## config.mk

```make
export PLATFORM = sky130hd
export DESIGN_NAME = scancode_to_key_translator_core
export DESIGN_NICKNAME = d
export VERILOG_FILES = /design/src/rtl/core/sckt_pkg.sv /design/src/rtl/core/scancode_to_key_translator_core.sv
export SDC_FILE = /design/constraint.sdc
export NUM_CORES = 2
export LEC_CHECK = 0
export BUFFER_PORTS_ARGS = -buffer_cell sky130_fd_sc_hd__clkbuf_2
export CAP_MARGIN = 30
export CORE_ASPECT_RATIO = 1.25
export CORE_MARGIN = 2
export CORE_UTILIZATION = 35
export CTS_CLUSTER_SIZE = 40
export DETAILED_ROUTE_END_ITERATION = 8
export PLACE_DENSITY = 0.55
export SLEW_MARGIN = 20
export SYNTH_ARGS = -nofsm -noshare
export SYNTH_HDL_FRONTEND = slang
export SYNTH_SLANG_ARGS = --single-unit
```

## constraint.sdc

```tcl
create_clock -name clk -period 38.1 [get_ports clk]
set_input_delay 5.715 -clock clk [delete_from_list [all_inputs] [get_ports clk]]
set_output_delay 5.715 -clock clk [all_outputs]
set_load 0.1 [all_outputs]
```

## src/rtl/core/sckt_pkg.sv

```systemverilog
// Shared constants, scancode tables and ring pointer helpers for the scancode translator.
package sckt_pkg;

  localparam int RING_DEPTH = 256;
  localparam int PTR_W      = $clog2(RING_DEPTH);

  localparam logic [PTR_W-1:0] RING_LAST = PTR_W'(RING_DEPTH - 1);

  localparam logic [1:0] KIND_APP   = 2'd0;
  localparam logic [1:0] KIND_FOCUS = 2'd1;
  localparam logic [1:0] KIND_READ  = 2'd2;

  localparam logic [7:0] SC_EXT_PREFIX = 8'hE0;
  localparam logic [7:0] SC_LSHIFT     = 8'h2A;
  localparam logic [7:0] SC_RSHIFT     = 8'h36;
  localparam logic [7:0] SC_CTRL       = 8'h1D;
  localparam logic [7:0] SC_ALT        = 8'h38;
  localparam logic [7:0] SC_CAPS       = 8'h3A;
  localparam logic [7:0] SC_TAB        = 8'h0F;
  localparam logic [7:0] SC_T          = 8'h14;
  localparam logic [7:0] KEY_ALT_TAB   = 8'h88;
  localparam logic [7:0] CASE_OFFSET   = 8'd32;

  function automatic logic [PTR_W-1:0] ptr_next(input logic [PTR_W-1:0] p);
    return (p == RING_LAST) ? '0 : p + PTR_W'(1);
  endfunction

  // US layout, no shift
  function automatic logic [7:0] map_plain(input logic [5:0] sc);
    logic [7:0] c;
    case (sc)
      6'd1:  c = 8'h1B;
      6'd2:  c = 8'h31;
      6'd3:  c = 8'h32;
      6'd4:  c = 8'h33;
      6'd5:  c = 8'h34;
      6'd6:  c = 8'h35;
      6'd7:  c = 8'h36;
      6'd8:  c = 8'h37;
      6'd9:  c = 8'h38;
      6'd10: c = 8'h39;
      6'd11: c = 8'h30;
      6'd12: c = 8'h2D;
      6'd13: c = 8'h3D;
      6'd14: c = 8'h08;
      6'd15: c = 8'h09;
      6'd16: c = 8'h71;
      6'd17: c = 8'h77;
      6'd18: c = 8'h65;
      6'd19: c = 8'h72;
      6'd20: c = 8'h74;
      6'd21: c = 8'h79;
      6'd22: c = 8'h75;
      6'd23: c = 8'h69;
      6'd24: c = 8'h6F;
      6'd25: c = 8'h70;
      6'd26: c = 8'h5B;
      6'd27: c = 8'h5D;
      6'd28: c = 8'h0A;
      6'd30: c = 8'h61;
      6'd31: c = 8'h73;
      6'd32: c = 8'h64;
      6'd33: c = 8'h66;
      6'd34: c = 8'h67;
      6'd35: c = 8'h68;
      6'd36: c = 8'h6A;
      6'd37: c = 8'h6B;
      6'd38: c = 8'h6C;
      6'd39: c = 8'h3B;
      6'd40: c = 8'h27;
      6'd41: c = 8'h60;
      6'd43: c = 8'h5C;
      6'd44: c = 8'h7A;
      6'd45: c = 8'h78;
      6'd46: c = 8'h63;
      6'd47: c = 8'h76;
      6'd48: c = 8'h62;
      6'd49: c = 8'h6E;
      6'd50: c = 8'h6D;
      6'd51: c = 8'h2C;
      6'd52: c = 8'h2E;
      6'd53: c = 8'h2F;
      6'd55: c = 8'h2A;
      6'd57: c = 8'h20;
      default: c = 8'h00;
    endcase
    return c;
  endfunction

  // US layout, shift held
  function automatic logic [7:0] map_shift(input logic [5:0] sc);
    logic [7:0] c;
    case (sc)
      6'd1:  c = 8'h1B;
      6'd2:  c = 8'h21;
      6'd3:  c = 8'h40;
      6'd4:  c = 8'h23;
      6'd5:  c = 8'h24;
      6'd6:  c = 8'h25;
      6'd7:  c = 8'h5E;
      6'd8:  c = 8'h26;
      6'd9:  c = 8'h2A;
      6'd10: c = 8'h28;
      6'd11: c = 8'h29;
      6'd12: c = 8'h5F;
      6'd13: c = 8'h2B;
      6'd14: c = 8'h08;
      6'd15: c = 8'h09;
      6'd16: c = 8'h51;
      6'd17: c = 8'h57;
      6'd18: c = 8'h45;
      6'd19: c = 8'h52;
      6'd20: c = 8'h54;
      6'd21: c = 8'h59;
      6'd22: c = 8'h55;
      6'd23: c = 8'h49;
      6'd24: c = 8'h4F;
      6'd25: c = 8'h50;
      6'd26: c = 8'h7B;
      6'd27: c = 8'h7D;
      6'd28: c = 8'h0A;
      6'd30: c = 8'h41;
      6'd31: c = 8'h53;
      6'd32: c = 8'h44;
      6'd33: c = 8'h46;
      6'd34: c = 8'h47;
      6'd35: c = 8'h48;
      6'd36: c = 8'h4A;
      6'd37: c = 8'h4B;
      6'd38: c = 8'h4C;
      6'd39: c = 8'h3A;
      6'd40: c = 8'h22;
      6'd41: c = 8'h7E;
      6'd43: c = 8'h7C;
      6'd44: c = 8'h5A;
      6'd45: c = 8'h58;
      6'd46: c = 8'h43;
      6'd47: c = 8'h56;
      6'd48: c = 8'h42;
      6'd49: c = 8'h4E;
      6'd50: c = 8'h4D;
      6'd51: c = 8'h3C;
      6'd52: c = 8'h3E;
      6'd53: c = 8'h3F;
      6'd55: c = 8'h2A;
      6'd57: c = 8'h20;
      default: c = 8'h00;
    endcase
    return c;
  endfunction

  // E0-prefixed make codes: arrows, Del, Home, End, keypad Enter, '/', '+'
  function automatic logic [7:0] map_extended(input logic [7:0] sc);
    logic [7:0] c;
    case (sc)
      8'h48:   c = 8'h81;
      8'h50:   c = 8'h82;
      8'h4B:   c = 8'h83;
      8'h4D:   c = 8'h84;
      8'h53:   c = 8'h85;
      8'h47:   c = 8'h86;
      8'h4F:   c = 8'h87;
      8'h1C:   c = 8'h0A;
      8'h35:   c = 8'h2F;
      8'h4E:   c = 8'h2B;
      default: c = 8'h00;
    endcase
    return c;
  endfunction

endpackage

```

## src/rtl/core/scancode_to_key_translator_core.sv

```systemverilog
// Top level: scancode set 1 translator with modifier tracking and a shell key ring.
//
// Takes one beat per clock when the result side keeps up: a scancode byte or a
// read request is decoded in the cycle it is accepted, the shell ring (a
// RING_DEPTH x 8 synchronous memory, one write or one read per beat) is updated
// in that same cycle, and a result leaves through the registered read-data
// stage and an output register. Scancode beats that only change modifier state
// or push into the ring produce no result beat. The ring holds RING_DEPTH-1 keys
// and drops new keys while full. A read beat always yields one reply, with
// read_hit low on an empty ring. Input stall rises only when both result stages
// are full and the output is stalled. gui_mode is written through the cfg port,
// which is always ready; write it only while no beat is in flight.
module scancode_to_key_translator_core
  import sckt_pkg::*;
(
  input  logic       clk,
  input  logic       rst_n,

  input  logic       cfg_valid,
  output logic       cfg_ready,
  input  logic       cfg_data,

  input  logic       in_valid,
  output logic       in_stall,
  input  logic       in_action,
  input  logic [7:0] in_scan_byte,
  input  logic       in_switcher_open,
  input  logic       in_terminal_focused,

  output logic       out_valid,
  input  logic       out_stall,
  output logic [1:0] out_kind,
  output logic [7:0] out_key_code,
  output logic       out_read_hit,
  output logic       out_ring_not_empty
);

  typedef struct packed {
    logic [1:0] kind;
    logic [7:0] code;
    logic       hit;
    logic       not_empty;
    logic       from_mem;
  } res_t;

  // control state
  logic             gui_mode_r;
  logic             shift_r, shift_nxt;
  logic             caps_r, caps_nxt;
  logic             ctrl_r, ctrl_nxt;
  logic             alt_r, alt_nxt;
  logic             ext_r, ext_nxt;
  logic [PTR_W-1:0] wr_ptr_r, wr_ptr_nxt;
  logic [PTR_W-1:0] rd_ptr_r, rd_ptr_nxt;

  // ring memory
  logic [7:0]       ring_mem [RING_DEPTH];
  logic [7:0]       ring_q_r;
  logic             ring_we;
  logic             ring_re;
  logic [7:0]       ring_wdata;

  // result stages
  logic             s1_valid_r;
  res_t             s1_r;
  logic             s1_adv;
  logic             out_valid_r;
  logic [1:0]       out_kind_r;
  logic [7:0]       out_key_code_r;
  logic             out_read_hit_r;
  logic             out_ring_not_empty_r;

  // decode
  logic             accept;
  logic             res_valid;
  res_t             res;
  logic             do_route;
  logic [7:0]       route_code;
  logic             to_app;
  logic [7:0]       tbl_code;
  logic [7:0]       case_code;
  logic [7:0]       key_code;
  logic [6:0]       brk_code;

  assign cfg_ready = 1'b1;
  assign s1_adv    = s1_valid_r && (!out_valid_r || !out_stall);
  assign in_stall  = s1_valid_r && !s1_adv;
  assign accept    = in_valid && !in_stall;
  assign brk_code  = in_scan_byte[6:0];
  assign to_app    = gui_mode_r && (in_switcher_open || !in_terminal_focused);

  // plain key path: table, caps, ctrl
  always_comb begin
    tbl_code = (in_scan_byte[7:6] == 2'b00)
             ? (shift_r ? map_shift(in_scan_byte[5:0]) : map_plain(in_scan_byte[5:0]))
             : 8'h00;
    case_code = tbl_code;
    if (caps_r && (tbl_code inside {[8'h61:8'h7A]})) begin
      case_code = tbl_code - CASE_OFFSET;
    end else if (caps_r && shift_r && (tbl_code inside {[8'h41:8'h5A]})) begin
      case_code = tbl_code + CASE_OFFSET;
    end
    key_code = case_code;
    if (ctrl_r && (case_code inside {[8'h61:8'h7A], [8'h41:8'h5A]})) begin
      key_code = {3'b000, case_code[4:0]};
    end
  end

  always_comb begin
    shift_nxt  = shift_r;
    caps_nxt   = caps_r;
    ctrl_nxt   = ctrl_r;
    alt_nxt    = alt_r;
    ext_nxt    = ext_r;
    rd_ptr_nxt = rd_ptr_r;
    wr_ptr_nxt = wr_ptr_r;
    ring_we    = 1'b0;
    ring_re    = 1'b0;
    ring_wdata = 8'h00;
    res_valid  = 1'b0;
    res        = '0;
    do_route   = 1'b0;
    route_code = 8'h00;

    if (accept) begin
      if (in_action) begin
        res_valid = 1'b1;
        res.kind  = KIND_READ;
        if (wr_ptr_r != rd_ptr_r) begin
          ring_re      = 1'b1;
          rd_ptr_nxt   = ptr_next(rd_ptr_r);
          res.hit      = 1'b1;
          res.from_mem = 1'b1;
        end
        res.not_empty = (wr_ptr_r != rd_ptr_nxt);
      end else if (ext_r) begin
        ext_nxt = 1'b0;
        if (!in_scan_byte[7] && (map_extended(in_scan_byte) != 8'h00)) begin
          do_route   = 1'b1;
          route_code = map_extended(in_scan_byte);
        end
      end else if (in_scan_byte == SC_EXT_PREFIX) begin
        ext_nxt = 1'b1;
      end else if (in_scan_byte[7]) begin
        // break code: release the matching modifier
        if (brk_code == SC_LSHIFT[6:0] || brk_code == SC_RSHIFT[6:0]) begin
          shift_nxt = 1'b0;
        end else if (brk_code == SC_CTRL[6:0]) begin
          ctrl_nxt = 1'b0;
        end else if (brk_code == SC_ALT[6:0]) begin
          alt_nxt = 1'b0;
        end
      end else if (in_scan_byte == SC_LSHIFT || in_scan_byte == SC_RSHIFT) begin
        shift_nxt = 1'b1;
      end else if (in_scan_byte == SC_CTRL) begin
        ctrl_nxt = 1'b1;
      end else if (in_scan_byte == SC_ALT) begin
        alt_nxt = 1'b1;
      end else if (in_scan_byte == SC_TAB && alt_r) begin
        do_route   = 1'b1;
        route_code = KEY_ALT_TAB;
      end else if (in_scan_byte == SC_T && alt_r) begin
        res_valid     = 1'b1;
        res.kind      = KIND_FOCUS;
        res.not_empty = (wr_ptr_r != rd_ptr_r);
      end else if (in_scan_byte == SC_CAPS) begin
        caps_nxt = !caps_r;
      end else if (case_code != 8'h00) begin
        do_route   = 1'b1;
        route_code = key_code;
      end

      if (do_route) begin
        if (to_app) begin
          res_valid     = 1'b1;
          res.kind      = KIND_APP;
          res.code      = route_code;
          res.not_empty = (wr_ptr_r != rd_ptr_r);
        end else if (ptr_next(wr_ptr_r) != rd_ptr_r) begin
          // push into the ring; a full ring drops the key
          ring_we    = 1'b1;
          ring_wdata = route_code;
          wr_ptr_nxt = ptr_next(wr_ptr_r);
        end
      end
    end
  end

  always_ff @(posedge clk) begin
    if (ring_we) begin
      ring_mem[wr_ptr_r] <= ring_wdata;
    end
    if (ring_re) begin
      ring_q_r <= ring_mem[rd_ptr_r];
    end
  end

  always_ff @(posedge clk) begin
    if (!rst_n) begin
      gui_mode_r  <= 1'b0;
      shift_r     <= 1'b0;
      caps_r      <= 1'b0;
      ctrl_r      <= 1'b0;
      alt_r       <= 1'b0;
      ext_r       <= 1'b0;
      wr_ptr_r    <= '0;
      rd_ptr_r    <= '0;
      s1_valid_r  <= 1'b0;
      out_valid_r <= 1'b0;
    end else begin
      if (cfg_valid && cfg_ready) begin
        gui_mode_r <= cfg_data;
      end
      shift_r  <= shift_nxt;
      caps_r   <= caps_nxt;
      ctrl_r   <= ctrl_nxt;
      alt_r    <= alt_nxt;
      ext_r    <= ext_nxt;
      wr_ptr_r <= wr_ptr_nxt;
      rd_ptr_r <= rd_ptr_nxt;
      if (accept) begin
        s1_valid_r <= res_valid;
      end else if (s1_adv) begin
        s1_valid_r <= 1'b0;
      end
      if (s1_adv) begin
        out_valid_r <= 1'b1;
      end else if (!out_stall) begin
        out_valid_r <= 1'b0;
      end
    end
  end

  // payload stages: s1 waits for ring read data, output holds under stall
  always_ff @(posedge clk) begin
    if (accept) begin
      s1_r <= res;
    end
    if (s1_adv) begin
      out_kind_r           <= s1_r.kind;
      out_key_code_r       <= s1_r.from_mem ? ring_q_r : s1_r.code;
      out_read_hit_r       <= s1_r.hit;
      out_ring_not_empty_r <= s1_r.not_empty;
    end
  end

  assign out_valid          = out_valid_r;
  assign out_kind           = out_kind_r;
  assign out_key_code       = out_key_code_r;
  assign out_read_hit       = out_read_hit_r;
  assign out_ring_not_empty = out_ring_not_empty_r;

  a_read_hits_ring: assert property (@(posedge clk) disable iff (!rst_n)
    (accept && in_action && (wr_ptr_r != rd_ptr_r)) |=> (s1_valid_r && s1_r.from_mem))
    else $error("read beat on non-empty ring did not reach read-data stage");

  a_no_push_when_full: assert property (@(posedge clk) disable iff (!rst_n)
    ring_we |-> (ptr_next(wr_ptr_r) != rd_ptr_r))
    else $error("ring write while full");

  a_one_port_op: assert property (@(posedge clk) disable iff (!rst_n)
    !(ring_we && ring_re))
    else $error("ring write and read in the same beat");

  a_s1_holds: assert property (@(posedge clk) disable iff (!rst_n)
    (s1_valid_r && !s1_adv) |=>
      (s1_valid_r && $stable(s1_r) && (!s1_r.from_mem || $stable(ring_q_r))))
    else $error("stalled read-data stage changed");

endmodule

```

==> reports/results.tsv <==
metric	value	unit
run_status	complete, no violations	
min_period	12.23	ns
max-cap-violations	0	
fin_skew	0.0326	ns
slowest_stage	clkbuf_2	
timing.hold.ws	0.420	ns
ys.flop_type	edfxtp_1	
slew_viol_final	0	
num_io_pins	32	
clockRootBuffer	clkbuf_16	
hpwl	131	mm
wl_met2	112	mm
p_per_area	47.1	nW/um2
synth_top_cell_by_area	edfxtp_1	
num_rows	201	
wl_met3	11.0	mm
cp.arrival	6.52	ns
path_common_cell	clkbuf_2	
swShare	19.7	%
cts.sinks	2104	
tightest_slew	1.03	ns
die_y	554	um
routed_wl	216	mm
clkPwrFrac	43.6	%
fin_util	40.6	%
synth_area_leaders	edfxtp_1 (74%), mux4_2 (18%), nor4_1 (1.5%), clkbuf_1 (0.80%), dfxtp_1 (0.57%)	
place_congestion	0.822	
synth.distinct_cells	90	
grt_pass1_vias	41900	
p_switching	0.906	mW
port-buffer-count	30	
whs_path_depth	0	
crit_chain	clkbuf_2 > and3_1 > clkbuf_2	
met1Wirelength	86.8	mm
fin_crit_sh	32.1	%
synthDominantCellAreaShare	73.7	%
cp.required	32.38	ns
start_util	35.3	%
cts_resized	0	
clk_latency	0.85	ns
antenna_found_initial	4	
fin_nets	4116	
grt.overflow.total	0	
routedWlPerCell	29.3	um
path_max_fanout	4	
pwr-share-seq	54.7	%
hold_viol	0	
htreeDepth	4	
setup_tns	0	ns
finalWorstSetupSlack	25.87	ns
path_buf_inv	2	
p_comb_share	1.7	%
cts_tree	built	
hold_path.class	reg2reg	
core-area	240000	um2
viasPerCell	5.52	
setup_violations	0	
synth_cells	3834	
max_freq	81.7	MHz
grt_use_total	17.4	%
yosysWarnings	0	
dieWidth	444	um
ant_nets	0	
cp-startpoint	out_stall	
cp_top_family	buffers and inverters	
rr_worst_depth	12	
critPathMaxStageDelay	0.48	ns
die_area	246000	um2
clockBufferDepth	4	
worst-r2r-setup-slack	32.05	ns
ys_seq_area_share	74.3	%
async_reset_ff_share	0	%
cts_hold_buf	0	
regToRegStartpoint	shift_r$_SDFFE_PN0P_	
ir_drop	0.0000355	V
drive_gt1_share	36.5	%
dr.max_layer_used	met4	
cp.depth	3	
drtIter0Drc	3447	
rsz0062_at_grt	no	
grt_pass1_wl	314	mm
internal_power	3.68	mW
cts_buffers	200	
area_growth	15.0	%
dp_slack	25.56	ns
syn_area	84700	um2
crit_end	in_stall	
syn_area_per_cell	22.1	um2
slew_headroom	31.5	%
cts.clk_slew.worst_paths	0.06	ns
vias	40700	
p_leak	32.5	nW
drcViolationCount	0	
ys_ff_latch	2104	
cp-end-kind	output port	
grt_max_degree	166	
final_cells	7381	
crit_type	in2out	
dpl.cell_count	7003	
syn_nets	3871	
post_cts_buffers	0	
dr.pass1.iters	5	
worst_setup_path_start_kind	input pin	
synth_edf_count	2080	
reg2reg_to	ring_mem[214][7]$_DFFE_PP_	
-- routing by layer --
metal	vias to the layer above	global-route usage [%]
met3	304	2.30
li1	17000	-
met2	1242	30.5
met1	22200	22.6
met4	0	5.16
met5	-	0
-- kinds of logic after synthesis --
group                    share of synthesized area, %
AO/OA/AOI/OAI                                    1.25
AND/OR/NAND/NOR                                  3.82
adder cells (fa/ha/maj)                         0.295
flip-flops                                       74.3
other                                         0.00443
buffers and inverters                            1.68
XOR/XNOR                                        0.269
multiplexers                                     18.4
-- sequential cells by signal, indices dropped and copies added, names as in the netlist, 2 cells and up --
signal and flops:
ring_mem 2048, s1_r 12, out_key_code 8, rd_ptr_r 8
ring_q_r 8, wr_ptr_r 8, out_kind 2
-- worst min-delay path by stage --
stage                                 end               start
floorplan           out_kind[0]$_DFFE_PP_  s1_r[11]$_DFFE_PP_
global placement    out_kind[1]$_DFFE_PP_  s1_r[12]$_DFFE_PP_
detailed placement  out_kind[1]$_DFFE_PP_  s1_r[12]$_DFFE_PP_
CTS                 out_kind[1]$_DFFE_PP_  s1_r[12]$_DFFE_PP_
global route        out_kind[1]$_DFFE_PP_  s1_r[12]$_DFFE_PP_
finish              out_kind[1]$_DFFE_PP_  s1_r[12]$_DFFE_PP_
-- stage by stage --
step / instance area [um2] / power, mW
after CTS: 97200 / 4.63
after detailed placement: 90700 / 2.64
after floorplan: 84700 / 2.62
after global placement: 89700 / 2.64
final: 97400 / 4.59
after global routing: 97400 / 4.72
-- power by group through the flow --
stage                     Combinational, mW  Clock [mW]  Sequential (mW)
after floorplan                      0.0556           0             2.56
after global placement               0.0782           0             2.56
after detailed placement             0.0792           0             2.56
after CTS                            0.0794        2.04             2.51
after global routing                 0.0845        2.13             2.51
final                                0.0788        2.00             2.51
-- cell type report --
type	instances	area, um2
Fill cell	20800	143000
Sequential cell	2104	63000
Multi-Input combinational cell	1419	21500
Clock buffer	225	5160
Tap cell	3146	3940
Timing Repair Buffer	336	2480
Clock inverter	131	1320
Inverter	18	67.6
Antenna cell	2	5.00
-- cell usage in the layout, fill, tap and decap left out, drive strengths merged, types with 5 or more instances in the layout --
| cell | count |
|---|---|
| nor2b | 15 |
| buf | 295 |
| edfxtp | 2080 |
| mux2 | 12 |
| clkinv | 89 |
| nor4b | 51 |
| and3 | 5 |
| a21oi | 35 |
| nand3 | 15 |
| clkbuf | 265 |
| dfxtp | 24 |
| a31oi | 5 |
| xnor2 | 16 |
| nand2 | 63 |
| o211ai | 13 |
| nand2b | 20 |
| nor4 | 198 |
| and2 | 10 |
| mux2i | 13 |
| nor2 | 77 |
| or3 | 5 |
| a311oi | 8 |
| nand4 | 9 |
| o31ai | 7 |
| or3b | 5 |
| xor2 | 10 |
| ha | 20 |
| nor3b | 6 |
| clkinvlp | 12 |
| or2 | 7 |
| a211oi | 6 |
| o21ai | 27 |
| mux4 | 680 |
| inv | 22 |
| nand3b | 8 |
| nor3 | 21 |
| bufinv | 26 |
-- worst reg2reg max path, cell delays in order (launching register included) --
cell and delay, ns:
dfxtp_1 0.51, nor2_1 0.57, or3_1 0.20, nand4_1 0.13, or2_0 0.23, or4b_4 0.55
o21ai_2 0.25, nor3_2 0.13, o41ai_1 0.67, a221oi_1 0.35, nor2_4 0.66, buf_4 0.61
buf_4 0.80
-- cell usage after synthesis (all sizes together), types with 3 or more instances --
cell	n
a211o	3
a211oi	6
a21oi	35
a221oi	4
a311oi	8
a31oi	5
and2	10
and3	5
buf	112
clkbuf	181
dfxtp	24
edfxtp	2080
ha	20
inv	17
mux2	12
mux2i	13
mux4	680
nand2	63
nand2b	20
nand3	15
nand3b	8
nand4	9
nor2	77
nor2b	15
nor3	21
nor3b	6
nor4	198
nor4b	51
o2111ai	4
o211ai	13
o21ai	27
o31a	4
o31ai	7
or2	7
or3	5
or3b	5
xnor2	16
xor2	10
No activity file was read; power rests on OpenSTA's default activity.
